--- src/hw/rtl/dtsi_pkg.sv ---
// Package for the decimal text to scaled integer parser.
// Holds character codes, status codes, the parse phase type and the record
// passed from the character front end to the finishing back end. No dependencies.
`timescale 1ns / 1ps

package dtsi_pkg;

  localparam logic [7:0] CH_SPACE = 8'h20;
  localparam logic [7:0] CH_PLUS  = 8'h2B;
  localparam logic [7:0] CH_MINUS = 8'h2D;
  localparam logic [7:0] CH_DOT   = 8'h2E;
  localparam logic [7:0] CH_0     = 8'h30;
  localparam logic [7:0] CH_9     = 8'h39;
  localparam logic [7:0] CH_E_UP  = 8'h45;
  localparam logic [7:0] CH_E_LO  = 8'h65;

  localparam logic [7:0] SAT8 = 8'hFF;

  // Largest number of times ten that a nonzero magnitude could ever survive.
  localparam logic [10:0] MAX_SCALE = 11'd18;
  localparam logic signed [10:0] MAX_DECS = 11'sd127;

  localparam logic [2:0] ST_OK        = 3'd0;
  localparam logic [2:0] ST_BAD_FIRST = 3'd1;
  localparam logic [2:0] ST_TWO_DOTS  = 3'd2;
  localparam logic [2:0] ST_BAD_CHAR  = 3'd3;
  localparam logic [2:0] ST_TOO_BIG   = 3'd4;
  localparam logic [2:0] ST_DEC_RANGE = 3'd5;

  localparam int Q_DEPTH = 2;
  localparam int Q_PTR_W = $clog2(Q_DEPTH);

  typedef enum logic [2:0] {
    PH_LEAD      = 3'd0,
    PH_SIGNED    = 3'd1,
    PH_BODY      = 3'd2,
    PH_EXP_START = 3'd3,
    PH_EXP       = 3'd4,
    PH_DONE      = 3'd5,
    PH_ERR       = 3'd6
  } phase_t;

  // Everything the back end needs to finish one number.
  typedef struct packed {
    logic        negative;
    logic [62:0] magnitude;
    logic [7:0]  after_dot_count;
    logic [7:0]  dropped_digits;
    logic [7:0]  exponent_value;
    logic        exponent_negative;
    logic [2:0]  error_code;
  } rec_t;

endpackage

--- src/hw/rtl/decimal_text_to_scaled_integer_top.sv ---
// Decimal text to scaled integer parser, top level. Depends on dtsi_pkg,
// dtsi_front, dtsi_queue and dtsi_back.
// Throughput: one character transaction per cycle while the queue has room; the
// front end parses as it goes. A negative decimal count is scaled away in the
// back end's scaling register, one times-ten per cycle, up to 18 times.
// Reset: rst_n is synchronous and active low; it clears the parse state, the queue
// and all valid flags at once, with no clearing pass.
`timescale 1ns / 1ps

module decimal_text_to_scaled_integer_top (
  input  logic        clk,
  input  logic        rst_n,
  input  logic        in_valid,
  input  logic [7:0]  in_char_code,
  input  logic        in_last,
  output logic        in_stall,
  output logic        out_valid,
  output logic [63:0] out_amount,
  output logic [6:0]  out_decimals,
  output logic [2:0]  out_status,
  input  logic        out_stall
);

  // Records of finished numbers travel from the front end to the back end
  // through a two-entry queue, so a long scaling run in the back end does not
  // hold up characters of the next number.
  dtsi_pkg::rec_t q_wdata;
  dtsi_pkg::rec_t q_rdata;
  logic           q_push;
  logic           q_pop;
  logic           q_full;
  logic           q_nonempty;

  // The front end takes a character transaction whenever the queue has room.
  dtsi_front u_front (
    .clk          (clk),
    .rst_n        (rst_n),
    .in_valid     (in_valid),
    .in_char_code (in_char_code),
    .in_last      (in_last),
    .in_stall     (in_stall),
    .q_full       (q_full),
    .q_push       (q_push),
    .q_wdata      (q_wdata)
  );

  dtsi_queue u_queue (
    .clk      (clk),
    .rst_n    (rst_n),
    .push     (q_push),
    .wdata    (q_wdata),
    .full     (q_full),
    .pop      (q_pop),
    .nonempty (q_nonempty),
    .rdata    (q_rdata)
  );

  // The back end computes the decimal count and status, scales when needed,
  // and owns the output register that parts it from the downstream side.
  dtsi_back u_back (
    .clk          (clk),
    .rst_n        (rst_n),
    .q_nonempty   (q_nonempty),
    .q_rdata      (q_rdata),
    .q_pop        (q_pop),
    .out_valid    (out_valid),
    .out_amount   (out_amount),
    .out_decimals (out_decimals),
    .out_status   (out_status),
    .out_stall    (out_stall)
  );

endmodule

--- src/hw/rtl/dtsi_front.sv ---
// Character front end: parses one character per cycle unless the queue is full;
// on the last one, hands a finished parse record to the queue. Depends on dtsi_pkg.
`timescale 1ns / 1ps

module dtsi_front (
  input  logic          clk,
  input  logic          rst_n,
  input  logic          in_valid,
  input  logic [7:0]    in_char_code,
  input  logic          in_last,
  output logic          in_stall,
  input  logic          q_full,
  output logic          q_push,
  output dtsi_pkg::rec_t q_wdata
);

  dtsi_pkg::phase_t phase_r, phase_nxt;
  logic        negative_r, negative_nxt;
  logic [62:0] mag_r, mag_nxt;
  logic        dot_r, dot_nxt;
  logic [7:0]  adc_r, adc_nxt;
  logic [7:0]  drop_r, drop_nxt;
  logic [7:0]  expv_r, expv_nxt;
  logic        expneg_r, expneg_nxt;
  logic [2:0]  err_r, err_nxt;

  logic        accept;
  logic        is_digit;
  logic [3:0]  dig;
  logic [66:0] prod;
  logic        ovf;
  logic [11:0] ev;
  logic        do_body;
  logic        do_exp;

  assign in_stall = q_full;
  assign accept   = in_valid && !in_stall;
  assign q_push   = accept && in_last;

  assign is_digit = (in_char_code >= dtsi_pkg::CH_0) && (in_char_code <= dtsi_pkg::CH_9);
  assign dig      = 4'(in_char_code - dtsi_pkg::CH_0);
  // magnitude * 10 + digit; anything above 63 bits overflows.
  assign prod = ({4'b0, mag_r} << 3) + ({4'b0, mag_r} << 1) + 67'(dig);
  assign ovf  = |prod[66:63];
  assign ev   = ({4'b0, expv_r} << 3) + ({4'b0, expv_r} << 1) + 12'(dig);

  always_comb begin
    phase_nxt    = phase_r;
    negative_nxt = negative_r;
    mag_nxt      = mag_r;
    dot_nxt      = dot_r;
    adc_nxt      = adc_r;
    drop_nxt     = drop_r;
    expv_nxt     = expv_r;
    expneg_nxt   = expneg_r;
    err_nxt      = err_r;
    do_body      = 1'b0;
    do_exp       = 1'b0;

    case (phase_r)
      dtsi_pkg::PH_LEAD: begin
        if (in_char_code == dtsi_pkg::CH_SPACE) begin
          phase_nxt = phase_r;
        end else if (in_char_code == dtsi_pkg::CH_MINUS ||
                     in_char_code == dtsi_pkg::CH_PLUS) begin
          negative_nxt = (in_char_code == dtsi_pkg::CH_MINUS);
          phase_nxt    = dtsi_pkg::PH_SIGNED;
        end else if (in_char_code < dtsi_pkg::CH_0 && in_char_code != dtsi_pkg::CH_DOT) begin
          err_nxt   = dtsi_pkg::ST_BAD_FIRST;
          phase_nxt = dtsi_pkg::PH_ERR;
        end else begin
          do_body = 1'b1;
        end
      end
      dtsi_pkg::PH_SIGNED: begin
        do_body = (in_char_code != dtsi_pkg::CH_SPACE);
      end
      dtsi_pkg::PH_BODY: begin
        do_body = 1'b1;
      end
      dtsi_pkg::PH_EXP_START, dtsi_pkg::PH_EXP: begin
        do_exp = 1'b1;
      end
      default: begin
        phase_nxt = phase_r;
      end
    endcase

    if (do_body) begin
      phase_nxt = dtsi_pkg::PH_BODY;
      if (in_char_code == dtsi_pkg::CH_DOT) begin
        if (dot_r) begin
          err_nxt   = dtsi_pkg::ST_TWO_DOTS;
          phase_nxt = dtsi_pkg::PH_ERR;
        end else begin
          dot_nxt = 1'b1;
        end
      end else if (in_char_code == dtsi_pkg::CH_E_UP || in_char_code == dtsi_pkg::CH_E_LO) begin
        phase_nxt = dtsi_pkg::PH_EXP_START;
      end else if (in_char_code == dtsi_pkg::CH_SPACE) begin
        phase_nxt = dtsi_pkg::PH_DONE;
      end else if (!is_digit) begin
        err_nxt   = dtsi_pkg::ST_BAD_CHAR;
        phase_nxt = dtsi_pkg::PH_ERR;
      end else begin
        if (dot_r) begin
          adc_nxt = (adc_r == dtsi_pkg::SAT8) ? adc_r : adc_r + 8'd1;
        end
        if (ovf) begin
          if (!dot_r) begin
            err_nxt   = dtsi_pkg::ST_TOO_BIG;
            phase_nxt = dtsi_pkg::PH_ERR;
          end else begin
            drop_nxt = (drop_r == dtsi_pkg::SAT8) ? drop_r : drop_r + 8'd1;
          end
        end else begin
          mag_nxt = prod[62:0];
        end
      end
    end

    if (do_exp) begin
      if (in_char_code == dtsi_pkg::CH_SPACE) begin
        phase_nxt = dtsi_pkg::PH_DONE;
      end else if (phase_r == dtsi_pkg::PH_EXP_START &&
                   (in_char_code == dtsi_pkg::CH_MINUS || in_char_code == dtsi_pkg::CH_PLUS)) begin
        expneg_nxt = (in_char_code == dtsi_pkg::CH_MINUS);
        phase_nxt  = dtsi_pkg::PH_EXP;
      end else if (!is_digit) begin
        err_nxt   = dtsi_pkg::ST_BAD_CHAR;
        phase_nxt = dtsi_pkg::PH_ERR;
      end else begin
        phase_nxt = dtsi_pkg::PH_EXP;
        expv_nxt  = (|ev[11:8]) ? dtsi_pkg::SAT8 : ev[7:0];
      end
    end
  end

  always_comb begin
    q_wdata.negative          = negative_nxt;
    q_wdata.magnitude         = mag_nxt;
    q_wdata.after_dot_count   = adc_nxt;
    q_wdata.dropped_digits    = drop_nxt;
    q_wdata.exponent_value    = expv_nxt;
    q_wdata.exponent_negative = expneg_nxt;
    q_wdata.error_code        = err_nxt;
  end

  always_ff @(posedge clk) begin
    if (!rst_n || q_push) begin
      phase_r    <= dtsi_pkg::PH_LEAD;
      negative_r <= 1'b0;
      mag_r      <= '0;
      dot_r      <= 1'b0;
      adc_r      <= '0;
      drop_r     <= '0;
      expv_r     <= '0;
      expneg_r   <= 1'b0;
      err_r      <= dtsi_pkg::ST_OK;
    end else if (accept) begin
      phase_r    <= phase_nxt;
      negative_r <= negative_nxt;
      mag_r      <= mag_nxt;
      dot_r      <= dot_nxt;
      adc_r      <= adc_nxt;
      drop_r     <= drop_nxt;
      expv_r     <= expv_nxt;
      expneg_r   <= expneg_nxt;
      err_r      <= err_nxt;
    end
  end

endmodule

--- src/hw/rtl/dtsi_queue.sv ---
// Short queue of finished parse records between the front and back ends.
// Depends on dtsi_pkg for the record type and depth.
`timescale 1ns / 1ps

module dtsi_queue (
  input  logic           clk,
  input  logic           rst_n,
  input  logic           push,
  input  dtsi_pkg::rec_t wdata,
  output logic           full,
  input  logic           pop,
  output logic           nonempty,
  output dtsi_pkg::rec_t rdata
);

  dtsi_pkg::rec_t mem_r [dtsi_pkg::Q_DEPTH];
  logic [dtsi_pkg::Q_PTR_W-1:0] wr_ptr_r, wr_ptr_nxt;
  logic [dtsi_pkg::Q_PTR_W-1:0] rd_ptr_r, rd_ptr_nxt;
  logic [dtsi_pkg::Q_PTR_W:0]   cnt_r, cnt_nxt;

  assign full     = (cnt_r == (dtsi_pkg::Q_PTR_W + 1)'(dtsi_pkg::Q_DEPTH));
  assign nonempty = (cnt_r != '0);
  assign rdata    = mem_r[rd_ptr_r];

  always_comb begin
    wr_ptr_nxt = push ? wr_ptr_r + 1'b1 : wr_ptr_r;
    rd_ptr_nxt = pop ? rd_ptr_r + 1'b1 : rd_ptr_r;
    cnt_nxt    = cnt_r + (dtsi_pkg::Q_PTR_W + 1)'(push) - (dtsi_pkg::Q_PTR_W + 1)'(pop);
  end

  always_ff @(posedge clk) begin
    if (!rst_n) begin
      wr_ptr_r <= '0;
      rd_ptr_r <= '0;
      cnt_r    <= '0;
    end else begin
      wr_ptr_r <= wr_ptr_nxt;
      rd_ptr_r <= rd_ptr_nxt;
      cnt_r    <= cnt_nxt;
    end
  end

  always_ff @(posedge clk) begin
    if (push) begin
      mem_r[wr_ptr_r] <= wdata;
    end
  end

endmodule

--- src/hw/rtl/dtsi_back.sv ---
// Finishing back end: works out the decimal count and status of a record,
// scales the magnitude by ten once a cycle when needed, and holds the result.
// Depends on dtsi_pkg.
`timescale 1ns / 1ps

module dtsi_back (
  input  logic           clk,
  input  logic           rst_n,
  input  logic           q_nonempty,
  input  dtsi_pkg::rec_t q_rdata,
  output logic           q_pop,
  output logic           out_valid,
  output logic [63:0]    out_amount,
  output logic [6:0]     out_decimals,
  output logic [2:0]     out_status,
  input  logic           out_stall
);

  logic        wk_v_r, wk_v_nxt;
  logic [62:0] wk_mag_r, wk_mag_nxt;
  logic        wk_neg_r, wk_neg_nxt;
  logic [4:0]  wk_steps_r, wk_steps_nxt;
  logic [2:0]  wk_st_r, wk_st_nxt;
  logic [6:0]  wk_dec_r, wk_dec_nxt;

  logic        out_valid_r;
  logic [63:0] out_amount_r;
  logic [6:0]  out_decimals_r;
  logic [2:0]  out_status_r;

  logic signed [10:0] d;
  logic [10:0]        k;
  logic [2:0]         ld_st;
  logic [6:0]         ld_dec;
  logic [4:0]         ld_steps;
  logic [66:0]        prod;
  logic               ovf;
  logic               out_free;
  logic               wk_done;
  logic               move;
  logic               wk_free;

  assign out_free = !out_valid_r || !out_stall;
  assign wk_done  = wk_v_r && (wk_steps_r == '0);
  assign move     = wk_done && out_free;
  assign wk_free  = !wk_v_r || move;
  assign q_pop    = q_nonempty && wk_free;

  // Decimal count: digits kept after the dot minus the signed exponent.
  always_comb begin
    d = $signed({3'b0, q_rdata.after_dot_count}) - $signed({3'b0, q_rdata.dropped_digits});
    if (q_rdata.exponent_negative) begin
      d = d + $signed({3'b0, q_rdata.exponent_value});
    end else begin
      d = d - $signed({3'b0, q_rdata.exponent_value});
    end
    k        = 11'(-d);
    ld_st    = q_rdata.error_code;
    ld_dec   = '0;
    ld_steps = '0;
    if (q_rdata.error_code == dtsi_pkg::ST_OK) begin
      if (q_rdata.after_dot_count == dtsi_pkg::SAT8 || d > dtsi_pkg::MAX_DECS) begin
        ld_st = dtsi_pkg::ST_DEC_RANGE;
      end else if (d < 0) begin
        if (q_rdata.magnitude != '0) begin
          if (k > dtsi_pkg::MAX_SCALE) begin
            ld_st = dtsi_pkg::ST_TOO_BIG;
          end else begin
            ld_steps = k[4:0];
          end
        end
      end else begin
        ld_dec = d[6:0];
      end
    end
  end

  // Ten times a 63-bit magnitude needs 67 bits to hold without wrapping.
  assign prod = ({4'b0, wk_mag_r} << 3) + ({4'b0, wk_mag_r} << 1);
  assign ovf  = |prod[66:63];

  always_comb begin
    wk_v_nxt     = wk_v_r;
    wk_mag_nxt   = wk_mag_r;
    wk_neg_nxt   = wk_neg_r;
    wk_steps_nxt = wk_steps_r;
    wk_st_nxt    = wk_st_r;
    wk_dec_nxt   = wk_dec_r;
    if (q_pop) begin
      wk_v_nxt     = 1'b1;
      wk_mag_nxt   = q_rdata.magnitude;
      wk_neg_nxt   = q_rdata.negative;
      wk_steps_nxt = ld_steps;
      wk_st_nxt    = ld_st;
      wk_dec_nxt   = ld_dec;
    end else if (move) begin
      wk_v_nxt = 1'b0;
    end else if (wk_v_r && wk_steps_r != '0) begin
      if (ovf) begin
        wk_st_nxt    = dtsi_pkg::ST_TOO_BIG;
        wk_steps_nxt = '0;
      end else begin
        wk_mag_nxt   = prod[62:0];
        wk_steps_nxt = wk_steps_r - 5'd1;
      end
    end
  end

  always_ff @(posedge clk) begin
    if (!rst_n) begin
      wk_v_r <= 1'b0;
    end else begin
      wk_v_r <= wk_v_nxt;
    end
  end

  always_ff @(posedge clk) begin
    wk_mag_r   <= wk_mag_nxt;
    wk_neg_r   <= wk_neg_nxt;
    wk_steps_r <= wk_steps_nxt;
    wk_st_r    <= wk_st_nxt;
    wk_dec_r   <= wk_dec_nxt;
  end

  always_ff @(posedge clk) begin
    if (!rst_n) begin
      out_valid_r <= 1'b0;
    end else if (out_free) begin
      out_valid_r <= move;
    end
  end

  always_ff @(posedge clk) begin
    if (move) begin
      out_status_r <= wk_st_r;
      if (wk_st_r == dtsi_pkg::ST_OK) begin
        out_amount_r   <= wk_neg_r ? 64'd0 - {1'b0, wk_mag_r} : {1'b0, wk_mag_r};
        out_decimals_r <= wk_dec_r;
      end else begin
        out_amount_r   <= '0;
        out_decimals_r <= '0;
      end
    end
  end

  assign out_valid    = out_valid_r;
  assign out_amount   = out_amount_r;
  assign out_decimals = out_decimals_r;
  assign out_status   = out_status_r;

endmodule

--- config.mk ---
export PLATFORM = sky130hd
export DESIGN_NAME = decimal_text_to_scaled_integer_top
export DESIGN_NICKNAME = d
export VERILOG_FILES = /design/src/hw/rtl/dtsi_pkg.sv /design/src/hw/rtl/decimal_text_to_scaled_integer_top.sv /design/src/hw/rtl/dtsi_front.sv /design/src/hw/rtl/dtsi_queue.sv /design/src/hw/rtl/dtsi_back.sv
export SDC_FILE = /design/constraint.sdc
export NUM_CORES = 1
export LEC_CHECK = 0
export CORE_AREA = 2 2 214 216
export CTS_CLUSTER_SIZE = 25
export DETAILED_ROUTE_END_ITERATION = 8
export DIE_AREA = 0 0 216 218
export DONT_BUFFER_PORTS = 1
export HOLD_SLACK_MARGIN = 0.05
export PLACE_DENSITY = 0.89
export SLEW_MARGIN = 20
export SYNTH_ARGS = -nofsm -noshare
export SYNTH_HDL_FRONTEND = slang
export SYNTH_SLANG_ARGS = --single-unit
export TNS_END_PERCENT = 20
--- constraint.sdc ---
create_clock -name clk -period 15.4 [get_ports clk]
set_input_delay 0.77 -clock clk [delete_from_list [all_inputs] [get_ports clk]]
set_output_delay 0.77 -clock clk [all_outputs]
set_load 0.02 [all_outputs]
* After elaboration in Yosys (flattened, before gate mapping)
Memory sizes are Yosys's and may differ from the RTL's. A register that Yosys moved wholly into a read port is not among the register bits.
Cells that the tools add are included.
** Word-level totals
- Bits in registers :: 255
- Bits in writable memories :: 184
- Bits of input ports :: 13
- Output and inout bits :: 76
- Word-level logic and storage cells :: 210
- Memories kept :: 1
** Cells by class
- Add/sub/neg operators :: 18
- Magnitude comparators :: 6
- Equality and inequality tests :: 19
- Multiplexer cells :: 99
- Bitwise gates (word level) :: 1
- Reduce and logical (&&, ||, !) cells :: 43
** Memory list
- u_queue.mem_r :: depth 2, bits a word 92, rd ports 1, clocked after Yosys merged registers in 1, write ports 1, line dtsi_queue.sv:16 : dtsi_pkg::rec_t mem_r [dtsi_pkg::Q_DEPTH];
** Operators by type and width (number)
- $mux 63 :: 11
- $mux 8 :: 20
- $add 66x64->67 :: 2
- $mux 3 :: 40
- $add 67x4->67 :: 1
- $sub 1x63->64 const A :: 1
- $reduce_bool 63->1 :: 1
- $mux 5 :: 9
- $eq 8x6->1 const B :: 4
- $eq 8x8->1 const B :: 3
- $add 8x1->8 const B :: 2
- $eq 8x7->1 const B :: 2
- $mux 1 :: 16
- $ne 8x6->1 const B :: 2
- $add 11x9->12 :: 1
- $add 12x4->12 :: 1
- $reduce_or 4->1 :: 3
- $add 11x9->11 :: 1
- $gt 11x5->1 const B :: 1
- $gt 11x8->1 const B :: 1
- $lt 11x1->1 const B :: 1
- $mux 11 :: 1
- $neg 11->11 :: 1
- $sub 11x9->11 :: 1
- other kinds (32) :: 60

* Longest topological paths before layout
Gate-level depths: netlist of the first run.
- Depth after elaboration :: 17
- Depth in mapped cells :: 27
- Depth with buffers taken out :: 21

* By module
From an unflattened synthesis of the first run, not the netlist that was laid out.
** Second synthesis, totals
- Cell total of the unflattened synthesis :: 2849
- Area, all modules :: 29542.1 um^2
** By module, submodules not included
- dtsi_back :: times used 1, cells an instance 1324, area an instance 12055.3 um^2, seq. area each 4634.4 um^2
- dtsi_front :: times used 1, cells an instance 1218, area an instance 10221.1 um^2, seq. area each 1921.8 um^2
- dtsi_queue :: times used 1, cells an instance 307, area an instance 7265.7 um^2, seq. area each 5625.4 um^2

* Worst setup path after synthesis of the first run
Ideal clock, no wire load.
- Kind :: reg2reg
- Start point :: register with a tool-made name
- End point :: register u_back.wk_steps_r[4], data pin
- Library setup time :: 132 ps
- Arrival time :: 6330 ps
- Required time :: 15268 ps
- Setup slack :: 8937 ps
- Cell stages (with the launch flop) :: 28
- Buffers on the path :: 6
- Period minus slack after synthesis :: 6463 ps
- Cells stage by stage :: dfxtp_1 -> buf_2 -> buf_1 -> clkbuf_1 -> clkbuf_1 -> clkbuf_1 -> buf_1 -> mux2i_1 -> ha_1 -> nor2b_1 -> o21ai_0 -> a21oi_1 -> o21a_1 -> nor2_1 -> o21bai_1 -> a21oi_1 -> xnor2_1 -> ha_1 -> or3_1 -> o21ai_0 -> a21oi_1 -> nor3b_1 -> nor2_1 -> xnor2_1 -> or4_1 -> o2bb2ai_1 -> nor3_1 -> a22o_1
** RTL lines
- end signal: assignment :: line dtsi_back.sv:120 : wk_steps_r <= wk_steps_nxt;
- end: declaration :: line dtsi_back.sv:22 : logic [4:0] wk_steps_r, wk_steps_nxt;

==> results.py, run 1 <==
metrics = {
    "status": {
        "status": "finished clean",
    },
    "floorplan": {
        "die-area_mm2": 0.0471,
        "start_util_pct": 64.2,
        "fp.dieW_um": 216,
        "rows": 78,
        "die_h_um": 218,
        "core_mm2": 0.0449,
        "io_pins": 89,
    },
    "sta": {
        "layout_min_cycle_time_ns": 6.07,
        "timing.final.max_slew_violations": 0,
        "worst_slew_pin_slew_ns": 1.02,
        "setup_viol": 0,
        "rsz0062_at_grt": "no",
        "fmax_mhz": 165,
        "fin_skew_ns": 0.0213,
        "whs_ns": 0.298,
        "fin_ws_ns": 9.33,
        "finalHoldViolCount": 0,
        "maxSlewHeadroom_pct": 32.3,
        "finalSetupTns_ns": 0,
        "finalCritPeriodShare_pct": 39.4,
    },
    "cts": {
        "cts.path.max_buffers": 3,
        "cts_resized": 0,
        "numClockSinks": 440,
        "postCtsHoldBufs": 0,
        "cts_tree": "done",
        "cts_setup_buffers": 0,
        "numCtsBuffers": 45,
        "clockRootBuffer": "clkbuf_16",
        "clock_latency_ns": 0.59,
        "cts_max_level": 2,
        "clk_pin_slew_worst_paths_ns": 0.07,
    },
    "worst_setup_path": {
        "worstSetupPathType": "reg -> reg",
        "crit_chain": "buf_4, mux2_2, ha_1, inv_1, fa_1, a21oi_1, o21ai_0, a2111oi_0, nor3_1, inv_1, ha_1, or3_1, o21ai_0, a21oi_1, nor3b_1, nor2_1, xnor2_1, or4_1, o2bb2ai_1, nor3_1, o2bb2ai_1",
        "arrival_ns": 6.49,
        "startpoint_type": "register",
        "cp_top_family": "simple AND/OR/NAND/NOR gates",
        "required_ns": 15.82,
        "cp_slowest_stage_delay_ns": 0.70,
        "worst_path_max_delay_cell": "buf_4",
        "end_kind": "register",
        "worst-path-buf-inv": 3,
        "cp_max_fo": 57,
    },
    "synthesis": {
        "synth-edff-count": 337,
        "syn_area_mm2": 0.0288,
        "synth.area.mux_share_pct": 5.83,
        "synthAdderAreaFrac_pct": 10.4,
        "synth_xor_area_share_pct": 6.56,
        "synth_compound_area_share_pct": 16.8,
        "ys_types": 81,
        "async_flop_share_pct": 0,
        "seq_area_frac_synth_pct": 42.3,
        "synth_top_area_cell": "edfxtp_1",
        "synth_top_family_by_area": "compound AO/OA/AOI/OAI gates",
        "synthSimpleGateAreaFrac_pct": 15.6,
        "ys_warn_count": 0,
        "syn_avg_cell_area_um2": 9.72,
        "syn_nets": 3214,
        "synth_cells": 2966,
        "ys_top_cells_by_area": "edfxtp_1 (35%), ha_1 (9.9%), dfxtp_1 (7.2%), a21oi_1 (4.8%), nand2_1 (4.5%)",
        "synth_ff_type": "edfxtp_1",
        "ys_ff_latch": 440,
        "yosys.area.top_type_share_pct": 35.1,
    },
    "layout": {
        "num_antenna_cells": 0,
        "fill_cells": 3185,
        "post_route_cells_drive_above_1_share_pct": 7.24,
        "syn_to_final_growth_pct": 6.81,
        "final_cell_area_mm2": 0.0308,
        "fin_util_pct": 68.6,
        "final_cells": 3540,
        "finalNetCount": 3151,
    },
    "placed_design": {
        "post-place-ws_ns": 9.40,
        "gp_congestion": 0.960,
        "place_area_mm2": 0.0293,
        "placed_cells": 3456,
        "portBuffers": 0,
        "dpl.hpwl_um": 53900,
    },
    "route": {
        "wl_per_cell_um": 21.0,
        "detail_route.iter0.violations": 2641,
        "ant_nets": 0,
        "dr.pass1.iters": 6,
        "route.detailed.vias_per_inst": 6.60,
        "drc": 0,
        "routed_wl_um": 74500,
        "via_count": 23400,
    },
    "global_routing": {
        "grt_pass1_wl_um": 119000,
        "grt_max_degree": 88,
        "grt_pass1_vias": 22500,
        "antenna_found_initial": 0,
        "grtUsageTotal_pct": 31.1,
        "grt.overflow.total": 0,
    },
    "job": {
        "maxCapViolCount": 0,
    },
    "power_and_ir_drop": {
        "leakage_nw": 12.0,
        "peakVddDrop_mv": 0.152,
        "fin_total_pwr_mw": 6.09,
        "powerDensity_mw_per_mm2": 198,
    },
    "min_path": {
        "min_path_type": "in -> reg",
    },
}
final cells by class:
cell class	instances	area, um2	area share [%]
clock inverter	23	254	0.825
inverter	63	236	0.768
tap	600	751	2.44
multi-input combinational	2336	16000	51.8
sequential	440	12200	39.6
timing repair buffer	17	128	0.415
clock buffer	61	1280	4.15
report_power, final:
group | leakage, nW | switching (mW) | total [mW] | internal, mW
logic | 7.28 | 1.88 | 3.09 | 1.21
registers | 3.99 | 0.247 | 1.85 | 1.60
clock network | 0.748 | 0.486 | 1.14 | 0.656
final timing paths:
path                                       start                    to  slack, ns  cells past startpoint
worst max-delay path                    register  u_back.wk_steps_r[3]       9.33                     21
worst min-delay path                       rst_n      u_queue.wr_ptr_r       0.30                      1
worst max register to register          register  u_back.wk_steps_r[3]       9.33                     21
worst min register to register  u_front.expneg_r      u_front.expneg_r       0.48                      2
layer usage:
metal | track usage [%] | up-vias | part of all wire, %
met4 | 8.72 | 0 | 2.5
met1 | 42.3 | 11200 | 42
met2 | 52.0 | 1123 | 47
met3 | 4.85 | 141 | 8.2
met5 | 0 | - | 0
li1 | - | 10900 | -
cells in the final DEF, fill, tap and decap left out, types with 16 or more instances in the layout:
cell / n
clkbuf_16: 47
o21ai_0: 148
o21bai_1: 21
or3_1: 16
dfxtp_1: 102
a21oi_1: 275
o31ai_1: 33
ha_1: 228
nor2_1: 237
a21o_1: 69
o211ai_1: 23
and3_1: 32
o21a_1: 23
nand3_1: 53
nor3_1: 49
xnor2_1: 99
buf_4: 17
xor2_1: 117
and2_1: 32
a211oi_1: 22
nor2b_1: 23
mux2_2: 87
a31oi_1: 32
edfxtp_1: 337
mux2i_1: 70
nor4_1: 36
inv_1: 61
nand2_1: 346
nand2b_1: 35
nand4_1: 41
sequential cells by signal, summed over array words and instances (netlist names), 2 cells and up, named ones only:
register,flops
u_queue.cnt_r,2
u_front.expv_r,8
u_front.mag_r,63
u_back.wk_st_r,3
u_back.wk_dec_r,7
u_front.adc_r,8
u_front.drop_r,8
u_back.wk_mag_r,63
u_back.out_status,3
u_queue.mem_r,184
u_back.wk_steps_r,5
u_front.err_r,3
u_back.out_decimals,7
u_front.phase_r,3
u_back.out_amount,64
kinds of logic (layout without fill, tap and decap cells):
family | Yosys count | count (layout)
flip-flops | 440 | 440
multiplexers | 157 | 157
adder cells (fa/ha/maj) | 235 | 235
buffers and inverters | 190 | 164
AND/OR/NAND/NOR | 957 | 957
XOR/XNOR | 216 | 216
AO/OA/AOI/OAI | 771 | 771
synth_stat cells (8+ instances only):
cell,n
nand2_1,347
edfxtp_1,337
a21oi_1,275
nor2_1,238
ha_1,228
o21ai_0,148
xor2_1,117
clkbuf_1,105
dfxtp_1,103
xnor2_1,99
mux2_2,87
mux2i_1,70
a21o_1,69
inv_1,63
nand3_1,54
nor3_1,49
nand4_1,41
nor4_1,36
nand2b_1,35
and3_1,33
o31ai_1,33
a31oi_1,32
and2_1,32
nor2b_1,24
o211ai_1,23
o21a_1,23
a211oi_1,22
o21bai_1,21
or3_1,17
buf_2,12
o41ai_1,12
or4_1,12
buf_1,10
and4_1,9
o22a_1,9
a221oi_1,8
or2_2,8
Note: power is estimated with default switching activity, not from simulation.
==> run 2: changes to the inputs <==
--- a/config.mk
+++ b/config.mk
@@ -5,13 +5,13 @@
 export SDC_FILE = /design/constraint.sdc
 export NUM_CORES = 1
 export LEC_CHECK = 0
-export CORE_AREA = 2 2 214 216
+export CORE_AREA = 2 2 225 227
 export CTS_CLUSTER_SIZE = 25
 export DETAILED_ROUTE_END_ITERATION = 8
-export DIE_AREA = 0 0 216 218
+export DIE_AREA = 0 0 227 229
 export DONT_BUFFER_PORTS = 1
 export HOLD_SLACK_MARGIN = 0.05
-export PLACE_DENSITY = 0.89
+export PLACE_DENSITY = 0.86
 export SLEW_MARGIN = 20
 export SYNTH_ARGS = -nofsm -noshare
 export SYNTH_HDL_FRONTEND = slang
==> constraint.sdc (replaced) <==
create_clock -name clk -period 5.1 [get_ports clk]
set_input_delay 0.255 -clock clk [delete_from_list [all_inputs] [get_ports clk]]
set_output_delay 0.255 -clock clk [all_outputs]
set_load 0.02 [all_outputs]
==> run 2 against run 1 <==
  * First-iteration DRC count decreased by 13%
  * Utilization decreased by 5.7 points
  * Non-clock buffer count increased by 24
  * Design area increased by 1.4%
  * Sequential share of layout area decreased by 0.56 points
  * Flip-flop and latch count unchanged
  * Wire length decreased by 2.6%
  * Clock power increased to 3.1 times the previous value
  * Global-route usage decreased by 3.4 points
  * Final cell count increased by 2.7%
  * Combinational power increased to 3.1 times the previous value
  * Critical endpoint is now u_back.wk_mag_r[10]
  * Largest cell class unchanged
==> results.py, run 2 (synthesis results as in run 1) <==
metrics = {
    "cts": {
        "numCtsBuffers": 46,
        "cts_max_level": 2,
        "clk_pin_slew_worst_paths_ns": 0.07,
        "clockRootBuffer": "clkbuf_16",
        "cts.path.max_buffers": 3,
        "numClockSinks": 440,
        "cts_tree": "done",
        "clock_latency_ns": 0.58,
    },
    "route": {
        "wl_per_cell_um": 20.0,
        "dr.pass1.iters": 6,
        "route.detailed.vias_per_inst": 6.36,
        "via_count": 23100,
        "detail_route.iter0.violations": 2296,
        "routed_wl_um": 72600,
        "drc": 0,
        "ant_nets": 0,
    },
    "worst_setup_path": {
        "arrival_ns": 5.09,
        "cp_max_fo": 28,
        "worstReg2RegStart": "u_back.wk_mag_r[2]",
        "ff2ff_path_depth": 15,
        "startpoint_type": "register",
        "worstSetupPathType": "reg -> reg",
        "worst_r2r_endpoint": "u_back.wk_mag_r[10]",
        "end_kind": "register",
        "required_ns": 5.38,
        "r2r_slack_ns": 0.29,
    },
    "layout": {
        "finalNetCount": 3176,
        "final_cell_area_mm2": 0.0312,
        "regArea_mm2": 0.0122,
        "syn_to_final_growth_pct": 8.33,
        "post_route_cells_drive_above_1_share_pct": 8.13,
        "layout_common_cells": "nand2_1 (346), edfxtp_1 (337), a21oi_1 (275)",
        "regMostFlops": "u_queue.mem_r",
        "final_cells": 3636,
        "final_common_cell": "nand2_1",
        "fill_cells": 3832,
        "multi_input_area_mm2": 0.0160,
        "num_antenna_cells": 0,
        "largest_register_ffs": 184,
    },
    "global_routing": {
        "grt_pass1_vias": 21900,
        "antenna_found_initial": 0,
        "grt_max_degree": 87,
        "grtUsageTotal_pct": 27.7,
        "grt_pass1_wl_um": 116000,
        "grt.overflow.total": 0,
    },
    "sta": {
        "whs_ns": 0.124,
        "maxSlewHeadroom_pct": 35.8,
        "fin_skew_ns": 0.0114,
        "rsz0062_at_grt": "no",
        "worst_slew_pin_slew_ns": 0.959,
        "setup_viol": 0,
        "layout_min_cycle_time_ns": 4.81,
        "finalHoldViolCount": 0,
        "timing.final.max_slew_violations": 0,
        "fmax_mhz": 208,
        "finalSetupTns_ns": 0,
        "finalCritPeriodShare_pct": 94.3,
    },
    "floorplan": {
        "die_h_um": 229,
        "start_util_pct": 58.1,
        "fp.dieW_um": 227,
        "io_pins": 89,
        "core_mm2": 0.0497,
        "die-area_mm2": 0.0520,
        "rows": 82,
    },
    "min_path": {
        "hold_path_depth": 4,
        "whs_endpoint": "u_front.dot_r",
        "min_path_type": "in -> reg",
        "min_from": "in_char_code[1]",
    },
    "power_and_ir_drop": {
        "leakage_nw": 12.2,
        "powerDensity_mw_per_mm2": 595,
        "peakVddDrop_mv": 0.340,
        "fin_total_pwr_mw": 18.6,
    },
    "job": {
        "maxCapViolCount": 0,
    },
    "placed_design": {
        "gp_congestion": 0.991,
        "placed_cells": 3545,
        "dpl.hpwl_um": 53700,
        "portBuffers": 0,
        "place_area_mm2": 0.0296,
    },
    "status": {
        "status": "finished clean",
    },
}
-- run 2: layer usage --
metal,up-vias,GRT usage [%],part of all wire [%]
met5,-,0,0
met2,991,42.8,45
met3,149,4.19,7.9
met4,0,9.03,3.1
met1,11000,39.8,44
li1,10900,-,-
-- run 2: worst max-delay path: stages (launching register included) --
cell	delay [ns]
edfxtp_1	0.51
ha_1	0.25
inv_1	0.06
fa_1	0.38
nand2b_1	0.21
a21o_1	0.20
a21oi_1	0.24
o211a_1	0.22
o2111ai_1	0.30
a2111oi_1	0.61
buf_4	0.20
o211ai_1	0.12
a21o_1	0.21
a21oi_1	0.27
a31o_2	0.46
buf_12	0.25
-- run 2: how the worst max path moves through the flow --
stage / start / to / cells after the start
6_report: u_back.wk_mag_r[2] / u_back.wk_mag_r[10] / 15
5_1_grt: register / u_back.wk_steps_r[1] / 22
4_1_cts: u_back.wk_mag_r[2] / u_back.wk_mag_r[11] / 15
3_5_place_dp: u_back.wk_mag_r[2] / u_back.wk_mag_r[11] / 15
3_3_place_gp: u_back.wk_mag_r[2] / u_back.wk_mag_r[11] / 15
2_1_floorplan: register / u_back.wk_steps_r[4] / 27
-- run 2: timing repair --
action,in CTS,in global routing
resized for setup,0,4
hold buffers,6,0
setup endpoints to repair,0,13
setup buffers,0,1
endpoints found under the hold margin,17,0
-- run 2: cell type report --
type	count	share of cell area, %
Multi-Input combinational cell	2336	51.2
Sequential cell	440	39.0
Clock buffer	56	4.04
Tap cell	672	2.69
Timing Repair Buffer	41	1.27
Clock inverter	28	1.03
Inverter	63	0.757
-- run 2: metrics by stage --
step	worst slack, ns	utilization, %
after global routing	0.0368	62.9
after floorplan	0.0130	-
after global placement	0.363	59.5
after CTS	0.214	62.8
after detailed placement	0.274	59.5
final	0.291	62.9
-- run 2: where the power goes --
part | switching (mW) | internal, mW | total, mW
clock network | 1.47 | 2.04 | 3.51
logic | 5.73 | 3.77 | 9.50
registers | 0.746 | 4.83 | 5.58
total | 7.95 | 10.6 | 18.6
